`src/rtl/core/address_interval_merge_table_assert.svh`:
```
// ----------------------------------------------------------------------------
// Interval merge table assertion macros
// Concurrent assertion wrappers clocked on i_clk and held off during reset.
// ----------------------------------------------------------------------------
`ifndef ADDRESS_INTERVAL_MERGE_TABLE_ASSERT_SVH
`define ADDRESS_INTERVAL_MERGE_TABLE_ASSERT_SVH

`ifndef ASSERT_OFF
// Check a property on every clock edge outside reset.
`define AIMT_ASSERT(lbl, prop, msg) \
    lbl: assert property (@(posedge i_clk) disable iff (!i_rst_n) (prop)) else $error(msg);
// Check that a condition is followed by a consequence in the next cycle.
`define AIMT_ASSERT_NEXT(lbl, pre, post, msg) \
    lbl: assert property (@(posedge i_clk) disable iff (!i_rst_n) (pre) |=> (post)) \
        else $error(msg);
`else
`define AIMT_ASSERT(lbl, prop, msg)
`define AIMT_ASSERT_NEXT(lbl, pre, post, msg)
`endif

`endif

```
`src/rtl/core/aimt_pkg.sv`:
```
`timescale 1ns / 1ps
// ----------------------------------------------------------------------------
// Interval merge table package
// Item types, merge kinds and address bounds shared by the table and its cells.
// ----------------------------------------------------------------------------
package aimt_pkg;

    localparam int DefMaxEntries = 16;

    // Gap fill applies only if end+1 >= low bound and start < high bound
    localparam logic [16:0] LowFillBound  = 17'h00400;
    localparam logic [15:0] HighFillBound = 16'hC000;

    localparam logic FUNC_INSERT = 1'b0;
    localparam logic FUNC_FLUSH  = 1'b1;

    typedef enum logic [2:0] {
        KIND_APPEND    = 3'd0,
        KIND_GAP_FILL  = 3'd1,
        KIND_AFTER     = 3'd2,
        KIND_BEFORE    = 3'd3,
        KIND_COVERED   = 3'd4,
        KIND_OVL_START = 3'd5,
        KIND_OVL_END   = 3'd6,
        KIND_FULL      = 3'd7
    } t_kind;

    typedef struct packed {
        logic        func;
        logic [15:0] seg_start;
        logic [15:0] seg_end;
    } t_in_item;

    typedef struct packed {
        logic [2:0]  merge_kind;
        logic [3:0]  entry_index;
        logic [15:0] out_start;
        logic [15:0] out_end;
        logic        entry_valid;
        logic        last_item;
    } t_out_item;

    // One table entry as seen by the neighbor cell
    typedef struct packed {
        logic        vld;
        logic [15:0] s;
        logic [15:0] e;
    } t_entry;

    // Insert request walking down the chain, carrying its result once matched
    typedef struct packed {
        logic        busy;
        logic        done;
        t_kind       kind;
        logic [3:0]  idx;
        logic [15:0] a;
        logic [15:0] b;
        logic [15:0] s;
        logic [15:0] e;
    } t_tok;

endpackage

```
`src/rtl/core/aimt_cell.sv`:
```
`timescale 1ns / 1ps
// ----------------------------------------------------------------------------
// Interval merge table cell
// Holds one entry, applies the merge rules to a passing insert request and
// shifts its entry toward the head during a flush.
// ----------------------------------------------------------------------------
module aimt_cell import aimt_pkg::*; #(
    parameter int CELL_IDX = 0
) (
    input  logic        i_clk,
    input  logic        i_rst_n,
    input  logic        i_adv,
    input  logic        i_shift,
    input  logic [15:0] i_gap_limit,
    input  t_tok        i_tok,
    output t_tok        o_tok,
    input  t_entry      i_next,
    output t_entry      o_entry
);

    localparam logic [3:0] CellIdx4 = 4'(CELL_IDX);

    t_tok        r_tok;
    logic        r_vld;
    logic [15:0] r_start;
    logic [15:0] r_end;

    logic [16:0] w_s, w_e, w_a, w_b, w_e1, w_gap;
    logic        w_gap_hit, w_after, w_before, w_covered, w_ovl_start, w_ovl_end;
    logic        w_hit, w_upd;
    t_kind       w_kind;
    logic [15:0] n_start, n_end;

    // Rules work on 17 bits so that end+1 and the request's end+1 never wrap
    assign w_s   = {1'b0, r_start};
    assign w_e   = {1'b0, r_end};
    assign w_a   = {1'b0, r_tok.a};
    assign w_b   = {1'b0, r_tok.b};
    assign w_e1  = w_e + 17'd1;
    assign w_gap = w_a - w_e1;

    assign w_gap_hit   = (w_e1 >= LowFillBound) && (r_start < HighFillBound) &&
                         (w_e1 < w_a) && (w_gap < {1'b0, i_gap_limit});
    assign w_after     = (w_e1 == w_a);
    assign w_before    = ((w_b + 17'd1) == w_s);
    assign w_covered   = (w_s <= w_a) && (w_b <= w_e);
    assign w_ovl_start = (w_a <= w_s) && (w_s <= w_b);
    assign w_ovl_end   = (w_a <= w_e) && (w_e <= w_b);

    always_comb begin
        n_start = r_start;
        n_end   = r_end;
        w_kind  = KIND_APPEND;
        w_hit   = 1'b1;
        if (w_gap_hit) begin
            n_end  = r_tok.b;
            w_kind = KIND_GAP_FILL;
        end else if (w_after) begin
            n_end  = r_tok.b;
            w_kind = KIND_AFTER;
        end else if (w_before) begin
            n_start = r_tok.a;
            w_kind  = KIND_BEFORE;
        end else if (w_covered) begin
            w_kind = KIND_COVERED;
        end else if (w_ovl_start) begin
            n_start = r_tok.a;
            if (w_e < w_b) begin
                n_end = r_tok.b;
            end
            w_kind = KIND_OVL_START;
        end else if (w_ovl_end) begin
            n_end = r_tok.b;
            if (w_s > w_a) begin
                n_start = r_tok.a;
            end
            w_kind = KIND_OVL_END;
        end else begin
            w_hit = 1'b0;
        end
    end

    // First matching entry, or the first free cell, claims the request
    always_comb begin
        o_tok = r_tok;
        if (r_tok.busy && !r_tok.done) begin
            if (!r_vld) begin
                o_tok.done = 1'b1;
                o_tok.kind = KIND_APPEND;
                o_tok.idx  = CellIdx4;
                o_tok.s    = r_tok.a;
                o_tok.e    = r_tok.b;
            end else if (w_hit) begin
                o_tok.done = 1'b1;
                o_tok.kind = w_kind;
                o_tok.idx  = CellIdx4;
                o_tok.s    = n_start;
                o_tok.e    = n_end;
            end
        end
    end

    assign w_upd   = i_adv && r_tok.busy && !r_tok.done;
    assign o_entry = '{vld: r_vld, s: r_start, e: r_end};

    always_ff @(posedge i_clk) begin
        if (!i_rst_n) begin
            r_tok.busy <= 1'b0;
            r_vld      <= 1'b0;
        end else begin
            if (i_adv) begin
                r_tok <= i_tok;
            end
            if (i_shift) begin
                r_vld <= i_next.vld;
            end else if (w_upd && !r_vld) begin
                r_vld <= 1'b1;
            end
        end
    end

    always_ff @(posedge i_clk) begin
        if (i_shift) begin
            r_start <= i_next.s;
            r_end   <= i_next.e;
        end else if (w_upd && (!r_vld || w_hit)) begin
            r_start <= r_vld ? n_start : r_tok.a;
            r_end   <= r_vld ? n_end : r_tok.b;
        end
    end

endmodule
```
`config.mk`:
```
export PLATFORM = sky130hd
export DESIGN_NAME = aimt_cell
export DESIGN_NICKNAME = d
export VERILOG_FILES = /design/src/rtl/core/address_interval_merge_table_assert.svh /design/src/rtl/core/aimt_pkg.sv /design/src/rtl/core/aimt_cell.sv
export SDC_FILE = /design/constraint.sdc
export NUM_CORES = 1
export LEC_CHECK = 0
export BUFFER_PORTS_ARGS = -buffer_cell sky130_fd_sc_hd__clkbuf_2
export CORE_MARGIN = 2
export CORE_UTILIZATION = 55
export DETAILED_ROUTE_END_ITERATION = 10
export PLACE_DENSITY = 0.86
export SLEW_MARGIN = 15
export SYNTH_ARGS = -nofsm -noshare
export SYNTH_HDL_FRONTEND = slang
export SYNTH_SLANG_ARGS = --single-unit
```
`constraint.sdc`:
```
create_clock -name i_clk -period 7.5 [get_ports i_clk]
set_input_delay 0.375 -clock i_clk [delete_from_list [all_inputs] [get_ports i_clk]]
set_output_delay 0.375 -clock i_clk [all_outputs]
set_load 0.01 [all_outputs]
```
==> flow_metrics.env <==
export IMPL_status="completed"
export IMPL_vias=8401
export IMPL_initial_core_util_pct=56.4
export IMPL_synth_nets=1152
export IMPL_synth_distinct_cells=81
export IMPL_setup_viol=0
export IMPL_max_cap_violations=0
export IMPL_postRouteAntennaNets=0
export IMPL_grt_overflow_total=0
export IMPL_fin_crit_sh_pct=94.6
export IMPL_cts_buffer_depth=2
export IMPL_cts_root_buf="clkbuf_16"
export IMPL_drc_errors=0
export IMPL_antenna_cells=0
export IMPL_p_per_area_nw_per_um2=187
export IMPL_grt_pass1_wl_um=42500
export IMPL_dieWidth_um=132
export IMPL_fp_dieH_um=132
export IMPL_total_leakage_power_nw=4.59
export IMPL_cp_arrival_ns=6.72
export IMPL_synth_top_area_share_pct=34.7
export IMPL_setup_tns_ns=0
export IMPL_die_area_um2=17400
export IMPL_synth_common_cells="104 x edfxtp_1, 94 x a21oi_1, 90 x ha_1, 72 x inv_1, 56 x nor2_1"
export IMPL_vias_per_cell=6.32
export IMPL_fin_crit_ns=7.10
export IMPL_routed_wl_um=27900
export IMPL_numCtsBuffers=9
export IMPL_slew_limit_headroom_pct=25.5
export IMPL_synthTopCellsByArea="edfxtp_1 35%, ha_1 13%, a21oi_1 5.2%, xnor2_1 3.7%, buf_4 3.0%"
export IMPL_reg2reg_depth=21
export IMPL_syn_instance_count=935
export IMPL_rsz0062_at_grt="false"
export IMPL_firstDrtPassIters=8
export IMPL_async_reset_ff_share_pct=0
export IMPL_yosys_area_top_type="edfxtp_1"
export IMPL_avgSynthCellArea_um2=9.62
export IMPL_holdPathStages=1
export IMPL_endpoint_kind="primary output"
export IMPL_cp_max_fo=36
export IMPL_synth_most_common_cell="edfxtp_1"
export IMPL_finalMaxSlewViolations=0
export IMPL_boundaryPins=232
export IMPL_ys_flop_type="edfxtp_1"
export IMPL_required_ns=7.12
export IMPL_clk_pin_slew_ns=0.08
export IMPL_cts_tree="yes"
export IMPL_dp_hpwl_um=21300
export IMPL_ys_warn_count=0
export IMPL_clk_latency_ns=0.37
export IMPL_gp_congestion=0.946
export IMPL_rows=46
export IMPL_drive_above_1_share_pct=25.0
export IMPL_hold_viol_final=0
export IMPL_grt_pass1_vias=8070
export IMPL_ys_ff_latch=106
export IMPL_grt_max_degree=53
export IMPL_worst_pin_slew_ns=1.11
export IMPL_cp_start_kind="register"
export IMPL_critPathKind="register to primary output"
export IMPL_finalPower_mw=1.93
export IMPL_wl_per_cell_um=21.0
export IMPL_ys_seq_area_share_pct=35.2
export IMPL_h_tree_depth=3
export IMPL_cts_sinks=106
export IMPL_timing_fmax_mhz=141
export IMPL_fill_cells=1332
export IMPL_portBuffers=231
export IMPL_ir_worst_vdd_uv=150
export IMPL_drt_iter0_markers=822
export IMPL_clock_skew_ns=0.0147
export IMPL_antenna_found_initial=1
export IMPL_syn_area_um2=8990
export IMPL_ctsHoldBuffers=0
export IMPL_synth_edf_count=104
export IMPL_grtUsageTotal_pct=31.1
export IMPL_core_um2=15900
export IMPL_num_nets_final=1325
export IMPL_min_path_type="input port to register"
export IMPL_syn_to_final_growth_pct=15.0
report_power, final:
| part | internal (mW) | switching [mW] | total (mW) |
|---|---|---|---|
| clock | 0.229 | 0.232 | 0.461 |
| sequential | 0.705 | 0.0927 | 0.798 |
| combinational | 0.297 | 0.379 | 0.675 |
| total | 1.23 | 0.703 | 1.93 |
final timing paths:
path	endpoint	start	slack (ns)
min	o_tok[53]	i_tok[53]	0.17
max reg2reg	r_start[12]	r_end[1]	1.01
max	o_tok[19]	r_end[1]	0.40
min reg2reg	o_tok[72]	o_tok[72]	0.58
layout make-up:
class	count	area [µm²]	area share (%)
clock buffers	10	229	2.21
clock inverters	6	48.8	0.472
inverters	72	270	2.61
multi-input cells	680	5130	49.6
flip-flops and latches	106	3160	30.6
well taps	216	270	2.61
repair buffers	239	1230	11.9
metal layers:
metal	part of all wire, %	vias up	GRT usage, %	routed length [µm]
met5	0	-	0	0
met4	5.4	0	16.5	1500
met3	10	115	6.77	2880
met2	47	537	51.9	13100
met1	37	3906	37.7	10400
li1	-	3843	-	-
layout by cell type, fill, tap and decap left out, types with 5 or more instances in the layout:
master     netlist  layout
buf_4           36       6
a21oi_1         94      94
nand2_1         32      32
nand4_1         22      22
mux2i_1         24      24
inv_1           72      72
a21o_1          14      14
nand2b_1        17      17
nor3_1          19      19
ha_1            90      90
o21ai_0         27      27
a221o_1         17      17
xor2_1          18      18
nor4_1           7       7
nand3_1         21      21
xnor2_1         38      38
and3_1           5       5
and2_1          14      13
nor2_1          56      56
clkbuf_16        0       9
clkbuf_2         0     231
o211ai_1        21      21
nor2b_1          9       9
edfxtp_1       104     104
a2bb2oi_1       12      12
and4_1           8       8
a31oi_1          5       5
o21a_1          12      12
a211oi_1         8       8
kinds of logic (layout without fill, tap and decap cells):
| family | count (synthesis) | count (layout) | synth area share (%) |
|---|---|---|---|
| compound gates | 268 | 269 | 20.6 |
| xor+xnor | 57 | 57 | 5.70 |
| fa+ha+maj | 96 | 96 | 13.3 |
| buf+inv | 150 | 327 | 8.17 |
| flops | 106 | 106 | 35.2 |
| mux | 26 | 26 | 2.92 |
| simple gates | 232 | 232 | 14.1 |
flip-flops by register name, summed over array words and instances, names as in the netlist:
| register | flops |
|---|---|
| r_start | 16 |
| r_vld | 1 |
| o_tok | 33 |
| r_tok | 40 |
| r_end | 16 |
timing repair:
item | 4_1_cts | 5_1_grt
hold endpoints to repair | 0 | 0
endpoints found under the setup margin | 0 | 34
resized for setup | 0 | 3
buffers inserted | 0 | 1
per-stage QoR:
stage | utilization (%) | hold slack (ns) | cell area, µm² | setup WS, ns | cells
after detailed placement | 62.8 | 0.554 | 10000 | 0.581 | 1311
after global placement | 62.8 | 0.551 | 10000 | 0.719 | 1311
after floorplan | - | 0.474 | 8990 | 1.16 | 935
final | 64.9 | 0.174 | 10300 | 0.404 | 1329
after CTS | 64.5 | 0.166 | 10300 | 0.162 | 1327
after global routing | 64.9 | 0.167 | 10300 | 0.0526 | 1329
worst max-delay path: stages (launching register included):
cell and delay [ns]:
edfxtp_1 0.57, nand4_1 0.41, or3_1 0.48, xnor2_1 0.13
ha_1 0.22, maj3_1 0.37, a211o_1 0.25, a32o_1 0.27
maj3_2 0.36, o32ai_1 0.33, xnor2_1 0.17, ha_1 0.28
a221o_1 0.36, a21oi_1 0.14, o211ai_1 0.10, nor4_1 0.26
o31a_2 0.30, a31oi_4 0.25, a31o_4 0.48, and2_1 0.22
a221o_1 0.25, clkbuf_2 0.13
No activity file was read; power rests on OpenSTA's default activity.
